--- config.mk ---
export PLATFORM = sky130hd
export DESIGN_NAME = ordered_wait_queue_with_removal_unit
export DESIGN_NICKNAME = d
export VERILOG_FILES = /design/src/owq_pkg.sv /design/src/owq_mem.sv /design/src/owq_seq.sv /design/src/ordered_wait_queue_with_removal_unit.sv
export SDC_FILE = /design/constraint.sdc
export NUM_CORES = 1
export LEC_CHECK = 0
export ABC_AREA = 1
export BUFFER_PORTS_ARGS = -buffer_cell sky130_fd_sc_hd__buf_4
export CAP_MARGIN = 20
export CORE_MARGIN = 2
export CORE_UTILIZATION = 45
export CTS_CLUSTER_DIAMETER = 40
export CTS_CLUSTER_SIZE = 28
export DETAILED_ROUTE_END_ITERATION = 6
export GPL_ROUTABILITY_DRIVEN = 1
export PLACE_DENSITY_LB_ADDON = 0.05
export REMOVE_ABC_BUFFERS = 1
export SLEW_MARGIN = 10
export SYNTH_ARGS = -nofsm -noshare
export SYNTH_HDL_FRONTEND = slang
export SYNTH_SLANG_ARGS = --single-unit
--- constraint.sdc ---
create_clock -name clk_i -period 4.2 [get_ports clk_i]
set_clock_uncertainty 0.15 [all_clocks]
set_input_delay 0 -clock clk_i [delete_from_list [all_inputs] [get_ports clk_i]]
set_output_delay 0 -clock clk_i [all_outputs]
set_load 0.005 [all_outputs]
--- src/owq_pkg.sv ---
// Package for the ordered wait queue: sizes, command and status codes,
// entry and control types. No dependencies.
package owq_pkg;

  localparam int unsigned DEPTH   = 16;
  localparam int unsigned ID_BITS = 16;
  localparam int unsigned IDX_W   = $clog2(DEPTH);
  localparam int unsigned CNT_W   = $clog2(DEPTH + 1);
  localparam int unsigned ID_W    = 16;
  localparam int unsigned OCC_W   = 5;

  typedef enum logic [1:0] {
    CMD_PUSH      = 2'd0,
    CMD_POP_HEAD  = 2'd1,
    CMD_POP_TAIL  = 2'd2,
    CMD_REMOVE_ID = 2'd3
  } cmd_e;

  typedef enum logic [1:0] {
    ST_OK       = 2'd0,
    ST_FULL     = 2'd1,
    ST_EMPTY    = 2'd2,
    ST_NOTFOUND = 2'd3
  } status_e;

  typedef struct packed {
    logic               kind;
    logic [ID_BITS-1:0] id;
  } entry_t;

  typedef struct packed {
    logic             we;
    logic [IDX_W-1:0] waddr;
    entry_t           wdata;
    logic [IDX_W-1:0] raddr;
  } mem_req_t;

  typedef struct packed {
    status_e          status;
    entry_t           removed;
    logic [CNT_W-1:0] fill;
    logic             head_valid;
    entry_t           head;
  } result_t;

endpackage

--- src/owq_mem.sv ---
// Slot storage of the wait queue: one write port, one registered read port.
// Depends on owq_pkg.
module owq_mem (
  input  logic              clk_i,
  input  owq_pkg::mem_req_t req_i,
  output owq_pkg::entry_t   rd_data_o
);

  owq_pkg::entry_t mem_q [owq_pkg::DEPTH];
  owq_pkg::entry_t rd_data_q;

  always_ff @(posedge clk_i) begin
    if (req_i.we) begin
      mem_q[req_i.waddr] <= req_i.wdata;
    end
    rd_data_q <= mem_q[req_i.raddr];
  end

  assign rd_data_o = rd_data_q;

endmodule

--- src/owq_seq.sv ---
// Command sequencer: scans, compares and compacts the slots one per cycle
// through the slot memory's write and read port. Depends on owq_pkg.
module owq_seq (
  input  logic              clk_i,
  input  logic              rst_ni,
  input  logic              cmd_valid_i,
  output logic              cmd_ready_o,
  input  owq_pkg::cmd_e     cmd_i,
  input  logic              push_kind_i,
  input  logic [owq_pkg::ID_BITS-1:0] tid_i,
  input  logic              res_free_i,
  output logic              res_valid_o,
  output owq_pkg::result_t  res_o,
  output owq_pkg::mem_req_t mem_req_o,
  input  owq_pkg::entry_t   rd_data_i
);

  localparam logic [2:0] S_IDLE  = 3'd0;
  localparam logic [2:0] S_SCAN  = 3'd1;
  localparam logic [2:0] S_TAKE  = 3'd2;
  localparam logic [2:0] S_SHIFT = 3'd3;
  localparam logic [2:0] S_HEAD  = 3'd4;
  localparam logic [2:0] S_OUT   = 3'd5;

  localparam int unsigned IW = owq_pkg::IDX_W;
  localparam int unsigned CW = owq_pkg::CNT_W;

  logic [2:0]               state_q, state_d;
  owq_pkg::cmd_e            cmd_q, cmd_d;
  logic [owq_pkg::ID_BITS-1:0] tid_q, tid_d;
  logic [IW-1:0]            idx_q, idx_d;
  logic [CW-1:0]            fill_q, fill_d;
  owq_pkg::status_e         status_q, status_d;
  owq_pkg::entry_t          rem_q, rem_d;

  logic                     start_shift;
  logic [IW-1:0]            shift_pos;
  logic                     accept;

  assign accept = cmd_valid_i && (state_q == S_IDLE);

  always_comb begin
    state_d     = state_q;
    cmd_d       = cmd_q;
    tid_d       = tid_q;
    idx_d       = idx_q;
    fill_d      = fill_q;
    status_d    = status_q;
    rem_d       = rem_q;
    start_shift = 1'b0;
    shift_pos   = '0;
    mem_req_o   = '0;
    res_valid_o = 1'b0;

    case (state_q)
      S_IDLE: begin
        if (accept) begin
          cmd_d    = cmd_i;
          tid_d    = tid_i;
          status_d = owq_pkg::ST_OK;
          rem_d    = '0;
          case (cmd_i)
            owq_pkg::CMD_PUSH: begin
              if (fill_q == CW'(owq_pkg::DEPTH)) begin
                status_d = owq_pkg::ST_FULL;
              end else begin
                mem_req_o.we         = 1'b1;
                mem_req_o.waddr      = IW'(fill_q);
                mem_req_o.wdata.kind = push_kind_i;
                mem_req_o.wdata.id   = tid_i;
                fill_d               = fill_q + CW'(1);
              end
              state_d = S_HEAD;
            end
            owq_pkg::CMD_POP_HEAD, owq_pkg::CMD_POP_TAIL: begin
              if (fill_q == '0) begin
                status_d = owq_pkg::ST_EMPTY;
                state_d  = S_HEAD;
              end else begin
                mem_req_o.raddr = (cmd_i == owq_pkg::CMD_POP_HEAD) ? '0
                                                                   : IW'(fill_q - CW'(1));
                state_d = S_TAKE;
              end
            end
            owq_pkg::CMD_REMOVE_ID: begin
              if (fill_q == '0) begin
                status_d = owq_pkg::ST_NOTFOUND;
                state_d  = S_HEAD;
              end else begin
                idx_d   = '0;
                state_d = S_SCAN;
              end
            end
            default: state_d = S_HEAD;
          endcase
        end
      end
      S_SCAN: begin
        // Compare the slot under idx while fetching the next one.
        if (rd_data_i.id == tid_q) begin
          rem_d       = rd_data_i;
          start_shift = 1'b1;
          shift_pos   = idx_q;
        end else if (CW'(idx_q) + CW'(1) == fill_q) begin
          status_d = owq_pkg::ST_NOTFOUND;
          state_d  = S_HEAD;
        end else begin
          idx_d           = idx_q + IW'(1);
          mem_req_o.raddr = idx_q + IW'(1);
        end
      end
      S_TAKE: begin
        rem_d = rd_data_i;
        if (cmd_q == owq_pkg::CMD_POP_TAIL) begin
          fill_d  = fill_q - CW'(1);
          state_d = S_HEAD;
        end else begin
          start_shift = 1'b1;
          shift_pos   = '0;
        end
      end
      S_SHIFT: begin
        // Move slot idx+1 up to idx, fetch idx+2 for the next cycle.
        mem_req_o.we    = 1'b1;
        mem_req_o.waddr = idx_q;
        mem_req_o.wdata = rd_data_i;
        if (CW'(idx_q) + CW'(2) == fill_q) begin
          fill_d  = fill_q - CW'(1);
          state_d = S_HEAD;
        end else begin
          idx_d           = idx_q + IW'(1);
          mem_req_o.raddr = idx_q + IW'(2);
        end
      end
      S_HEAD: begin
        state_d = S_OUT;
      end
      S_OUT: begin
        if (res_free_i) begin
          res_valid_o = 1'b1;
          state_d     = S_IDLE;
        end
      end
      default: state_d = S_IDLE;
    endcase

    if (start_shift) begin
      if (CW'(shift_pos) + CW'(1) == fill_q) begin
        fill_d  = fill_q - CW'(1);
        state_d = S_HEAD;
      end else begin
        idx_d           = shift_pos;
        mem_req_o.raddr = shift_pos + IW'(1);
        state_d         = S_SHIFT;
      end
    end
  end

  always_ff @(posedge clk_i or negedge rst_ni) begin
    if (!rst_ni) begin
      state_q <= S_IDLE;
      fill_q  <= '0;
    end else begin
      state_q <= state_d;
      fill_q  <= fill_d;
    end
  end

  always_ff @(posedge clk_i) begin
    cmd_q    <= cmd_d;
    tid_q    <= tid_d;
    idx_q    <= idx_d;
    status_q <= status_d;
    rem_q    <= rem_d;
  end

  assign cmd_ready_o        = (state_q == S_IDLE);
  assign res_o.status       = status_q;
  assign res_o.removed      = rem_q;
  assign res_o.fill         = fill_q;
  assign res_o.head_valid   = (fill_q != '0);
  assign res_o.head         = (fill_q != '0) ? rd_data_i : '0;

  a_fill_bound: assert property (@(posedge clk_i) disable iff (!rst_ni)
    fill_q <= CW'(owq_pkg::DEPTH))
    else $error("fill count above depth");

  a_shift_in_range: assert property (@(posedge clk_i) disable iff (!rst_ni)
    (state_q == S_SHIFT) |-> (CW'(idx_q) + CW'(2) <= fill_q))
    else $error("compaction past the tail");

  a_fill_step: assert property (@(posedge clk_i) disable iff (!rst_ni)
    (state_q != S_IDLE) |=> (fill_q == $past(fill_q)) ||
                            (fill_q + CW'(1) == $past(fill_q)))
    else $error("fill changed by more than one during a command");

endmodule

--- src/ordered_wait_queue_with_removal_unit.sv ---
// Top level of the ordered wait queue with removal by id: sequencer, slot
// memory and result register. Depends on owq_pkg, owq_mem, owq_seq.
//
//  channel  direction  handshake                 payload
//  in       sink       in_valid_i / in_ready_o   cmd_i, push_kind_i, thread_id_i
//  out      source     out_valid_o / out_ready_i status_o, removed_*_o,
//                                                occupancy_o, head_*_o
//
// One item at a time through the slot memory. A pop reads its slot, a remove
// by id scans for it; a pop of the head or a hit on a remove then compacts the
// slots behind it. Scan and compaction move one slot per cycle.
// Reset clears the fill count and control state only; slots are never read
// beyond the fill count. A finished item waits in the result register; the
// sequencer holds the next result, and its input, until that register frees.
module ordered_wait_queue_with_removal_unit (
  input  logic        clk_i,
  input  logic        rst_ni,
  input  logic        in_valid_i,
  output logic        in_ready_o,
  input  logic [1:0]  cmd_i,
  input  logic        push_kind_i,
  input  logic [15:0] thread_id_i,
  output logic        out_valid_o,
  input  logic        out_ready_i,
  output logic [1:0]  status_o,
  output logic        removed_kind_o,
  output logic [15:0] removed_id_o,
  output logic [4:0]  occupancy_o,
  output logic        head_valid_o,
  output logic        head_kind_o,
  output logic [15:0] head_id_o
);

  owq_pkg::mem_req_t mem_req;
  owq_pkg::entry_t   rd_data;
  owq_pkg::result_t  res;
  logic              res_valid;
  logic              res_free;
  logic              out_valid_q;
  owq_pkg::result_t  out_q;

  // Free when empty or being drained this cycle.
  assign res_free = !out_valid_q || out_ready_i;

  owq_seq u_seq (
    .clk_i       (clk_i),
    .rst_ni      (rst_ni),
    .cmd_valid_i (in_valid_i),
    .cmd_ready_o (in_ready_o),
    .cmd_i       (owq_pkg::cmd_e'(cmd_i)),
    .push_kind_i (push_kind_i),
    .tid_i       (owq_pkg::ID_BITS'(thread_id_i)),
    .res_free_i  (res_free),
    .res_valid_o (res_valid),
    .res_o       (res),
    .mem_req_o   (mem_req),
    .rd_data_i   (rd_data)
  );

  owq_mem u_mem (
    .clk_i     (clk_i),
    .req_i     (mem_req),
    .rd_data_o (rd_data)
  );

  // Hold the result until taken; load a new one when the register frees up.
  always_ff @(posedge clk_i or negedge rst_ni) begin
    if (!rst_ni) begin
      out_valid_q <= 1'b0;
    end else if (res_valid) begin
      out_valid_q <= 1'b1;
    end else if (out_ready_i) begin
      out_valid_q <= 1'b0;
    end
  end

  always_ff @(posedge clk_i) begin
    if (res_valid) begin
      out_q <= res;
    end
  end

  assign out_valid_o    = out_valid_q;
  assign status_o       = out_q.status;
  assign removed_kind_o = out_q.removed.kind;
  assign removed_id_o   = owq_pkg::ID_W'(out_q.removed.id);
  assign occupancy_o    = owq_pkg::OCC_W'(out_q.fill);
  assign head_valid_o   = out_q.head_valid;
  assign head_kind_o    = out_q.head.kind;
  assign head_id_o      = owq_pkg::ID_W'(out_q.head.id);

  a_full_occ: assert property (@(posedge clk_i) disable iff (!rst_ni)
    (out_valid_o && (status_o == owq_pkg::ST_FULL)) |->
      (out_q.fill == owq_pkg::CNT_W'(owq_pkg::DEPTH)))
    else $error("full status with free slots");

  a_empty_occ: assert property (@(posedge clk_i) disable iff (!rst_ni)
    (out_valid_o && (status_o == owq_pkg::ST_EMPTY)) |->
      (out_q.fill == '0) && !head_valid_o)
    else $error("empty status with entries");

  a_no_removed: assert property (@(posedge clk_i) disable iff (!rst_ni)
    (out_valid_o && (status_o != owq_pkg::ST_OK)) |->
      (!removed_kind_o && (removed_id_o == '0)))
    else $error("removed entry reported on failure");

  a_head_match: assert property (@(posedge clk_i) disable iff (!rst_ni)
    out_valid_o |-> (head_valid_o == (out_q.fill != '0)))
    else $error("head valid disagrees with occupancy");

endmodule

==> reports/qor.txt, run 1 <==
Pin count of the biggest net entering global routing - 82
Met2 Usage GRT - 0.380
Cell Area, Placed - 18600 µm²
CP endpoint kind - flip-flop
Clk_lat worst skew - 600 ps
# fillers - 3297
Overflow after GRT - 0
Ys Warns - 0
First-pass GRT wire length - 70000 µm
Total power - 15.6 mW
Gp weighted congestion - 0.887
Setup repair after global routing missed its margin - no
NumNets Final - 1881
Critical Path Start - u_mem.rd_data_o[13]$_DFF_P_
Synth unique cells - 48
EDFF count, synth - 351
Final cell count without fillers - 2404
Startpoint Class - flip-flop
Pre-CTS WS - 129 ps
CP max FO - 14
Layout cell share with drive strength beyond 1 - 0.154
CTS Buf Count - 55
Status - complete, no violations
Synth top cells by count - nand2_1 (429), edfxtp_1 (351), nand3_1 (335), inv_1 (229), nor2_1 (78)
Vias in the first global route - 11500
Fin crit share - 0.926
GRT met3 Usage - 0.0376
Post-layout minimum cycle time - 3890 ps
Worst-margin pin slew - 1070 ps
Hold Worst Slack - 14.2 ps
Synth area leader - edfxtp_1
Sequential-to-total area share from yosys stat - 0.654
Worst EP required - 4560 ps
Clk pin slew, worst setup/hold paths - 60 ps
CTS tree - built
Most common cell in the netlist - nand2_1
CP endpoint - u_mem.rd_data_o[5]$_DFF_P_
Pwr Density - 746 nW/µm²
Arrival time worst endpoint - 4240 ps
Rel. slew slack - 0.279
# port buffers - 66
Via/cell ratio - 5.05
Vias - 12200
Finished Core Util - 0.557
Main synth FF type - edfxtp_1
Antenna violations before repair - 0
Top cells by area, synth - edfxtp_1 (62%), nand3_1 (9.8%), nand2_1 (9.4%)
Finish-stage setup viols - 0
WS Path Type - flip-flop to flip-flop
# IOs - 67
Synthesis-stage register bit count - 381
Path depth of the worst reg2reg path - 25
Final HPWL DP - 28800 µm
Achievable frequency - 0.257 GHz
Worst hold path class - input port to flip-flop
DRT Pass-1 Iters - 7
Post-Layout Inst Area - 20900 µm²
Layout Area Growth over Synthesis - 22.4%
Worst Setup Slack, final - 313 ps
Routed WL - 45500 µm
H-tree depth - 2
# placed instances - 2258
CTS Buffer Depth - 3
Detail Route Antenna Nets - 0
Chip width - 199 µm
DIE HEIGHT - 199 µm
Clock sinks - 381
Setup Total Neg Slack - 0 ps
Max Cap Viol - 0
Peak supply drop - 388 µV
Worst reg2reg path endpoint - u_mem.rd_data_o[5]$_DFF_P_
Starting DRT DRC Count - 895
Core Rows - 71
Routed len/inst - 18.9 µm
Met1 usage - 0.330
DRC Markers - 0
GRT Total Usage - 0.237
P_leak - 8.90 nW
Clock Root Buffer - clkbuf_16
Final Max Tran Viols - 0
Initial core utilization - 0.455
Mapped Avg Cell Area - 10.1 µm²
Worst r2r src - u_mem.rd_data_o[13]$_DFF_P_
Post-synthesis async set-or-reset flop share - 0.0236
Final Hold Vio Count - 0
Area share of the largest cell type after synthesis - 0.616
Reg2reg setup slack - 310 ps
DIE AREA - 39600 µm²
Mapped Area - 17100 µm²
Busiest grt layer - met2
Core area - 37600 µm²
Cell count after synthesis - 1686
[layout make-up]
class,instances,area [µm²],area share
diodes,1,2.50,0.000120
clock buffers,60,1450,0.0692
clock inverters,43,448,0.0214
inverters,252,951,0.0454
multi-input cells,973,4590,0.219
flip-flops and latches,381,11200,0.535
well taps,511,639,0.0306
repair buffers,183,1660,0.0793
[sequential cells by signal, summed over array words and instances (netlist names), 3 cells and up]
name / flops
u_seq.idx_q: 4
u_seq.tid_q: 16
u_mem.rd_data_o: 17
removed_id_o: 16
occupancy_o: 5
u_seq.res_o: 17
u_seq.fill_q: 5
u_seq.state_q: 3
head_id_o: 16
u_mem.mem_q: 272
[power by group]
group,leakage (nW),switching (mW),internal [mW]
clock,0.907,1.78,2.89
combinational,4.44,3.80,1.90
sequential,3.55,0.293,4.94
[cell usage in the layout (no fill, tap or decap), types with 5 or more instances in the layout]
cell type,count
nand2_1,429
edfxtp_1,351
nand3_1,335
inv_1,229
buf_4,126
nor2_1,60
clkbuf_16,57
dlygate4sd3_1,40
o21ai_0,37
dfxtp_1,20
nor2_2,19
inv_2,18
buf_12,14
ha_1,12
a21oi_1,11
clkinv_1,10
dfrtp_1,9
xor2_1,8
clkinvlp_4,8
clkinv_4,8
inv_6,7
o22ai_1,6
clkinv_2,6
bufinv_16,6
nor3_1,5
nand4_1,5
o21ai_1,5
[critical path, stage by stage, from the launching register on]
cell and delay (ps):
dfxtp_2 400, inv_1 90, nand2_1 60, nand2_1 50
nor2_1 120, nand2_1 140, nor2_2 200, nand3_4 140
nor2_1 160, ha_1 270, xnor2_1 140, inv_1 50
o21bai_1 140, nor2_1 110, nand2_1 70, nor2_2 150
nand3_4 150, nand3_1 120, nand2_2 90, inv_4 150
buf_6 200, buf_4 130, nand3_1 70, nand3_1 90
nand3_1 140, nand2_1 200
[kinds of logic (layout without fill, tap and decap cells)]
logic type | Yosys count | count (layout) | synth area share
compound gates | 78 | 78 | 0.0269
xor+xnor | 12 | 12 | 0.00615
fa+ha+maj | 12 | 12 | 0.00878
buf+inv | 332 | 538 | 0.0807
flops | 381 | 381 | 0.654
other cells | 0 | 1 | 0
simple gates | 871 | 871 | 0.223
[per-layer routing]
metal / up-vias / wire, µm
met5: - / 0
met4: 0 / 1140
met3: 77 / 2710
met2: 359 / 21300
met1: 5741 / 20300
li1: 5974 / -
[timing repair]
action / in CTS / in global routing
setup buffers: 0 / 0
resized for setup: 0 / 6
setup endpoints to repair: 0 / 16
hold buffers: 40 / 0
endpoints found under the hold margin: 279 / 0
[how the worst min path moves through the flow]
stage | startpoint | end | cells past startpoint
after CTS | thread_id_i[3] | u_seq.tid_q[3]$_DFFE_PP_ | 2
after global placement | rst_ni | out_valid_o$_DFFE_PN0P_ | 1
after global routing | thread_id_i[3] | u_seq.tid_q[3]$_DFFE_PP_ | 2
after floorplan | rst_ni | out_valid_o$_DFFE_PN0P_ | 0
after detailed placement | rst_ni | out_valid_o$_DFFE_PN0P_ | 1
final | thread_id_i[3] | u_seq.tid_q[3]$_DFFE_PP_ | 2
Power figures use the tool's default switching activity.
==> inputs of run 2 (changes only) <==
--- a/config.mk
+++ b/config.mk
@@ -5,7 +5,6 @@
 export SDC_FILE = /design/constraint.sdc
 export NUM_CORES = 1
 export LEC_CHECK = 0
-export ABC_AREA = 1
 export BUFFER_PORTS_ARGS = -buffer_cell sky130_fd_sc_hd__buf_4
 export CAP_MARGIN = 20
 export CORE_MARGIN = 2
==> run 2 against run 1 <==
Effect of this change: sequential share of layout area grew 1.8 points; first-iteration DRC count down 26%; critical path depth shrank 9; via count decreased by 19%; cell area fell by 3.2%; total power fell by 44%; wire length is 9.3% lower; synthesized cell count fell by 37%; setup slack lost 150 ps; flip-flop and latch count unchanged; critical path type unchanged; largest power group is now clock.
==> reports/qor.txt, run 2 <==
Status - complete, no violations
Setup Total Neg Slack - 0 ps (unchanged)
Mux contribution to synthesized area - 0.0909 (+0.0909)
Worst EP required - 4490 ps (-70 ps)
CTS tree - built
Clk pin slew, worst setup/hold paths - 60 ps (about the same)
Chip width - 193 µm (-2.8%)
Post-synthesis async set-or-reset flop share - 0.0236 (unchanged)
Pin count of the biggest net entering global routing - 43 (-48%)
DIE HEIGHT - 193 µm (-2.8%)
Max Cap Viol - 0 (unchanged)
CTS Buffer Depth - 3 (unchanged)
Layout Area Growth over Synthesis - 25.6%
Final cell count without fillers - 1775 (-26%)
Area share of the largest cell type after synthesis - 0.653 (+0.0370)
CP endpoint kind - flip-flop
Detail Route Antenna Nets - 0 (unchanged)
H-tree depth - 2 (unchanged)
Worst hold path class - input port to flip-flop
Mapped Area - 16100 µm² (-5.7%)
Commonest non-fill, non-tap cell in the layout - edfxtp_1
Synth area leader - edfxtp_1
Mapped Avg Cell Area - 15.1 µm² (+49%)
Antenna violations before repair - 0 (unchanged)
# port buffers - 66 (unchanged)
# IOs - 67 (unchanged)
Via/cell ratio - 5.55 (+9.8%)
Setup repair after global routing missed its margin - yes
# placed instances - 1631 (-28%)
Gp weighted congestion - 0.854 (-3.7%)
Critical Path Start - u_mem.rd_data_o[2]$_DFF_P_
Worst-margin pin slew - 925 ps (-150 ps)
Rel. slew slack - 0.381 (+0.102)
Routed len/inst - 23.3 µm (+23%)
XOR/XNOR Fraction of Synth Area - 0.0195 (+0.0134)
Core Rows - 69 (-2.8%)
Cell count after synthesis - 1066 (-37%)
Post-Synth Adder-Cell Area - 0.00931 (+0.000527)
Worst r2r src - u_mem.rd_data_o[2]$_DFF_P_
Initial core utilization - 0.456 (+0.000674)
P_leak - 7.90 nW (-11%)
Largest register FFs - 272 (unchanged)
Post-synthesis compound-gate area fraction - 0.0792 (+0.0523)
NumNets Final - 1304 (-31%)
Routed WL - 41300 µm (-9.3%)
WS Path Type - flip-flop to flip-flop
Ys Warns - 0 (unchanged)
Finish-stage setup viols - 0 (unchanged)
CTS Buf Count - 52 (-5.5%)
Overflow after GRT - 0 (unchanged)
EDFF count, synth - 351 (unchanged)
Biggest register - u_mem.mem_q
Peak supply drop - 371 µV (-4.3%)
Synthesis-stage register bit count - 381 (unchanged)
DIE AREA - 37400 µm² (-5.6%)
Clock sinks - 381 (unchanged)
Main synth FF type - edfxtp_1
Most common cell in the netlist - edfxtp_1
Simple-gate area share of the yosys netlist - 0.0831 (-0.140)
Layout cell share with drive strength beyond 1 - 0.273 (+0.119)
Final Max Tran Viols - 0 (unchanged)
Sequential-to-total area share from yosys stat - 0.694 (+0.0393)
Final HPWL DP - 25900 µm (-9.9%)
Startpoint Class - flip-flop
Starting DRT DRC Count - 663 (-26%)
DRC Markers - 0 (unchanged)
HP Start - thread_id_i[3]
Most frequent cells in the layout - edfxtp_1 (351), buf_4 (160), nand2_1 (91)
Post-layout minimum cycle time - 4040 ps (+152 ps)
Largest family of logic cells by synthesized area - multiplexers
Pwr Density - 434 nW/µm² (-42%)
Final Hold Vio Count - 0 (unchanged)
Arrival time worst endpoint - 4330 ps (+90 ps)
GRT Total Usage - 0.220 (-0.0169)
Synth top cells by count - edfxtp_1 (351), nand2_1 (91), mux2i_1 (73), o211ai_1 (58), mux2_2 (46)
DRT Pass-1 Iters - 5 (-2)
Core area - 35400 µm² (-5.8%)
Vias - 9855 (-19%)
Clock Root Buffer - clkbuf_16
Fin crit share - 0.962 (+0.0361)
First-pass GRT wire length - 61400 µm (-12%)
Clk_lat worst skew - 590 ps (about the same)
CP max FO - 16 (+2)
Achievable frequency - 0.248 GHz (-3.8%)
Top cells by area, synth - edfxtp_1 (65%), mux2i_1 (4.5%), mux2_2 (3.2%)
Vias in the first global route - 9623 (-17%)
Synth unique cells - 87 (+81%)
-- run 2: cell count changes after synthesis, sizes merged, moves of 11 or more --
| cell | previous run | this run |
|---|---|---|
| mux2 | 0 | 65 |
| mux2i | 0 | 73 |
| inv | 249 | 14 |
| nand4 | 5 | 16 |
| xor2 | 8 | 27 |
| nor2b | 1 | 21 |
| buf | 66 | 44 |
| nand2 | 433 | 91 |
| nand3 | 339 | 9 |
| a22o | 0 | 18 |
| o211ai | 1 | 58 |
| o21ai | 44 | 17 |
| nor2 | 83 | 46 |
| and2 | 0 | 21 |
-- run 2: what timing repair did --
item	CTS	global route
setup endpoints to repair	16	17
cloned	0	1
hold endpoints to repair	150	0
resized for setup	1	12
pin swaps	1	16
setup buffers	1	11
hold buffers	32	0
-- run 2: path summary, 6_finish.rpt --
path,end,slack [ps],cells after the start
worst max-delay path,u_mem.rd_data_o[6]$_DFF_P_,160,16
max in group asynchronous,u_seq.fill_q[1]$_DFF_PN0_,3220,3
min in group asynchronous,u_seq.fill_q[0]$_DFF_PN0_,330,3
worst min register to register,removed_id_o[0]$_DFFE_PP_,270,0
worst min-delay path,u_seq.tid_q[3]$_DFFE_PP_,30,2
worst max register to register,u_mem.rd_data_o[6]$_DFF_P_,160,16
-- run 2: final cells by class --
type,count,area [µm²]
Antenna cell,1,2.50
Clock buffer,64,1400
Clock inverter,34,482
Fill cell,2850,15100
Inverter,14,52.6
Multi-Input combinational cell,611,4720
Sequential cell,381,11200
Tap cell,461,577
Timing Repair Buffer,209,1840
-- run 2: power by group --
| part | switching, mW | total [mW] | leakage [nW] | internal [mW] |
|---|---|---|---|---|
| Clock | 1.78 | 4.65 | 0.907 | 2.88 |
| Sequential | 0.0000000000000000194 | 4.08 | 3.98 | 4.08 |
| Combinational | 0.0211 | 0.0567 | 3.01 | 0.0356 |
| Total | 1.80 | 8.79 | 7.90 | 6.99 |
-- run 2: routing by layer --
metal / share of wire / GRT usage / vias to the layer above
met1: 0.45 / 0.308 / 4900
met3: 0.067 / 0.0483 / 81
met4: 0.025 / 0.0653 / 0
li1: - / - / 4549
met2: 0.46 / 0.346 / 325
met5: 0 / 0 / -
-- run 2: cell families (layout without fill, tap and decap cells) --
logic type                 after synthesis  in the layout
buffers and inverters                   75            321
adders and majority gates               12             12
muxes                                  138            138
other                                    0              1
AOI/OAI and AO/OA                      168            169
xor gates and xnor gates                36             36
and+or+nand+nor                        256            256
DFF                                    381            381
-- run 2: critical path: stages, from the launching register on --
cell	delay [ps]
dfxtp_1	350
xor2_1	170
buf_4	150
nor4_4	350
and4_1	260
and3_4	170
ha_1	240
xor2_1	150
or3_1	330
a31oi_2	170
o22a_2	240
a21oi_4	90
buf_12	170
buf_12	160
mux2_1	310
o211ai_1	260
nand4_1	150
-- run 2: through the flow --
| step | instance area, µm² | total power [mW] | utilization | hold slack (ps) | worst slack (ps) |
|---|---|---|---|---|---|
| 2_1_floorplan | 15800 | 4.17 | - | -446 | -2630 |
| 3_3_place_gp | 17900 | 4.20 | 0.504 | -309 | -156 |
| 3_5_place_dp | 17900 | 4.20 | 0.504 | -308 | -161 |
| 4_1_cts | 20100 | 8.88 | 0.567 | 2.05 | 7.65 |
| 5_1_grt | 20200 | 9.05 | 0.572 | 5.22 | -57.9 |
| 6_report | 20300 | 8.79 | 0.572 | 25.4 | 161 |
==> inputs of run 3 (changes only) <==
==> constraint.sdc (replaced) <==
create_clock -name clk_i -period 4.7 [get_ports clk_i]
set_clock_uncertainty 0.15 [all_clocks]
set_input_delay 0 -clock clk_i [delete_from_list [all_inputs] [get_ports clk_i]]
set_output_delay 0 -clock clk_i [all_outputs]
set_load 0.005 [all_outputs]
==> run 3 against run 2 <==
Effect of this change: non-clock buffer count fell by 51; critical endpoint unchanged; largest power group unchanged; cell area decreased by 3.6%; count of clock-buffer cells in the layout is 9 lower; largest cell class unchanged; critical path depth is 2 lower; total power shrank 14%.
==> reports/qor.txt, run 3 (synthesized netlist as in run 2, its figures left out) <==
Worst Setup Slack, final - 305 ps (+144 ps)
Setup repair after global routing missed its margin - no
Layout Area Growth over Synthesis - 21.1%
Clock share of power - 0.509 (-0.020)
Max Cap Viol - 0 (unchanged)
DRC Markers - 0 (unchanged)
Busiest grt layer - met2
Crit-path cells - xor2_1 > nor4_4 > and4_1 > and3_1 > ha_1 > xor2_1 > or3_1 > a31oi_1 > o22a_2 > a21oi_4 > buf_12 > mux2_2 > o211ai_1 > nand4_1
Seq pwr share - 0.485 (+0.021)
Post-Layout Inst Area - 19500 µm² (-3.6%)
Starting DRT DRC Count - 682 (+2.9%)
Sequential cell area - 11200 µm² (unchanged)
Core area - 35400 µm² (unchanged)
Worst-margin pin slew - 912 ps (-13.3 ps)
Clock sinks - 381 (unchanged)
GRT met3 Usage - 0.0378 (-0.0105)
WS Path Type - flip-flop to flip-flop
# IOs - 67 (unchanged)
Post-layout minimum cycle time - 4400 ps (+356 ps)
Met1 usage - 0.304 (-0.00414)
Hold Worst Slack - 17.8 ps (-7.54 ps)
Cell Area, Placed - 17500 µm² (-1.7%)
Combinational group share of total power - 0.006 (about the same)
P_leak - 7.54 nW (-4.5%)
Int Pwr - 5.97 mW (-15%)
Final cell count without fillers - 1720 (-3.1%)
Slowest stage delay, CP - 590 ps (+240 ps)
Layout cell share with drive strength beyond 1 - 0.245 (-0.0288)
Area of the multi-input gates - 4670 µm² (-0.95%)
First-pass GRT wire length - 61700 µm (+0.55%)
# placed instances - 1599 (-2.0%)
Final Hold Vio Count - 0 (unchanged)
Top delay family on crit path - simple AND/OR/NAND/NOR gates
Rel. slew slack - 0.390 (+0.00890)
Overflow after GRT - 0 (unchanged)
# fillers - 2928 (+2.7%)
Clock Root Buffer - clkbuf_16
Pin count of the biggest net entering global routing - 43 (unchanged)
Antenna violations before repair - 0 (unchanged)
Finished Core Util - 0.552 (-0.0203)
Worst Path Buf+Inv - 1 (-2)
Setup Fix Bufs, Post-CTS - 0 (-1)
Arrival time worst endpoint - 4670 ps (+340 ps)
Final Max Tran Viols - 0 (unchanged)
CP endpoint kind - flip-flop
GRT Total Usage - 0.222 (+0.00145)
Vias - 9596 (-2.6%)
Largest register FFs - 272 (unchanged)
NumNets Final - 1251 (-4.1%)
Routed WL - 41000 µm (-0.79%)
Final HPWL DP - 25200 µm (-2.9%)
Status - complete, no violations
Commonest non-fill, non-tap cell in the layout - edfxtp_1
Routed len/inst - 23.8 µm (+2.4%)
Finish-stage setup viols - 0 (unchanged)
CTS Buf Count - 51 (-1.9%)
Worst EP required - 4970 ps (+480 ps)
H-tree depth - 2 (unchanged)
# port buffers - 66 (unchanged)
DIE HEIGHT - 193 µm (unchanged)
Slowest-stage cell, CP - a21oi_4
CP dominant cell by count - xor2_1
Switch Pwr - 1.55 mW (-14%)
Pre-CTS WS - 172 ps (+333 ps)
Clk pin slew, worst setup/hold paths - 60 ps (about the same)
Initial core utilization - 0.456 (unchanged)
Via/cell ratio - 5.58 (+0.49%)
Most frequent cells in the layout - edfxtp_1 (351), buf_4 (127), nand2_1 (91)
Startpoint Class - flip-flop
Chip width - 193 µm (unchanged)
CTS Buffer Depth - 3 (unchanged)
Total power - 7.52 mW (-14%)
Vias in the first global route - 9562 (-0.63%)
Detail Route Antenna Nets - 0 (unchanged)
CTS tree - built
Antenna diodes - 0 (-1)
Met2 Usage GRT - 0.363 (+0.0163)
Fin crit share - 0.935 (-0.0266)
Clk_lat worst skew - 580 ps (about the same)
Setup Total Neg Slack - 0 ps (unchanged)
Biggest register - u_mem.mem_q
DRT Pass-1 Iters - 6 (+1)
Pwr Density - 385 nW/µm² (-11%)
DIE AREA - 37400 µm² (unchanged)
Sw Ratio - 0.207 (+0.00193)
Gp weighted congestion - 0.894 (+4.7%)
Achievable frequency - 0.228 GHz (-8.1%)
Peak supply drop - 294 µV (-21%)
Core Rows - 69 (unchanged)
CP max FO - 40 (+24)
Worst hold path class - input port to flip-flop
[run 3: worst paths after layout]
path / to / slack [ps] / start / cells past startpoint
max in group asynchronous: u_seq.state_q[0]$_DFFE_PN0P_ / 3750 / rst_ni / 3
worst min register to register: removed_id_o[4]$_DFFE_PP_ / 270 / u_seq.res_o[27]$_SDFFCE_PN0P_ / 0
min in group asynchronous: u_seq.fill_q[1]$_DFF_PN0_ / 320 / rst_ni / 3
worst max-delay path: u_mem.rd_data_o[6]$_DFF_P_ / 300 / u_mem.rd_data_o[15]$_DFF_P_ / 14
worst max register to register: u_mem.rd_data_o[6]$_DFF_P_ / 300 / u_mem.rd_data_o[15]$_DFF_P_ / 14
worst min-delay path: u_seq.tid_q[4]$_DFFE_PP_ / 20 / thread_id_i[4] / 2
[run 3: cell type report]
cell class	count	area share
timing repair buffer	158	0.0683
sequential	381	0.573
multi-input combinational	610	0.239
clock inverter	41	0.0204
clock buffer	55	0.0672
inverter	14	0.00269
tap	461	0.0295
[run 3: worst reg2reg max path: cells and delay by family, from the launching register on]
family | cells | cell delay (ps)
flip-flops | 1 | 500
adder cells (fa/ha/maj) | 1 | 250
AO/OA/AOI/OAI | 4 | 1140
XOR/XNOR | 2 | 320
AND/OR/NAND/NOR | 5 | 1140
multiplexers | 1 | 400
buffers and inverters | 1 | 350
[run 3: power by group through the flow]
| stage | registers (mW) | clock network (mW) | logic [mW] |
|---|---|---|---|
| 2_1_floorplan | 3.72 | 0 | 0.00452 |
| 3_3_place_gp | 3.72 | 0 | 0.0301 |
| 3_5_place_dp | 3.72 | 0 | 0.0302 |
| 4_1_cts | 3.65 | 3.90 | 0.0464 |
| 5_1_grt | 3.65 | 4.03 | 0.0493 |
| 6_report | 3.65 | 3.83 | 0.0455 |
[run 3: what timing repair did]
action	4_1_cts	5_1_grt
hold buffers	24	0
resized for setup	0	2
endpoints found under the hold margin	94	0
setup endpoints to repair	0	8
[run 3: routing by layer]
layer / part of all wire / routed length, µm / vias to the layer above
li1: - / - / 4424
met1: 0.44 / 18100 / 4801
met2: 0.48 / 19700 / 299
met3: 0.053 / 2180 / 72
met4: 0.024 / 965 / 0
met5: 0 / 0 / -
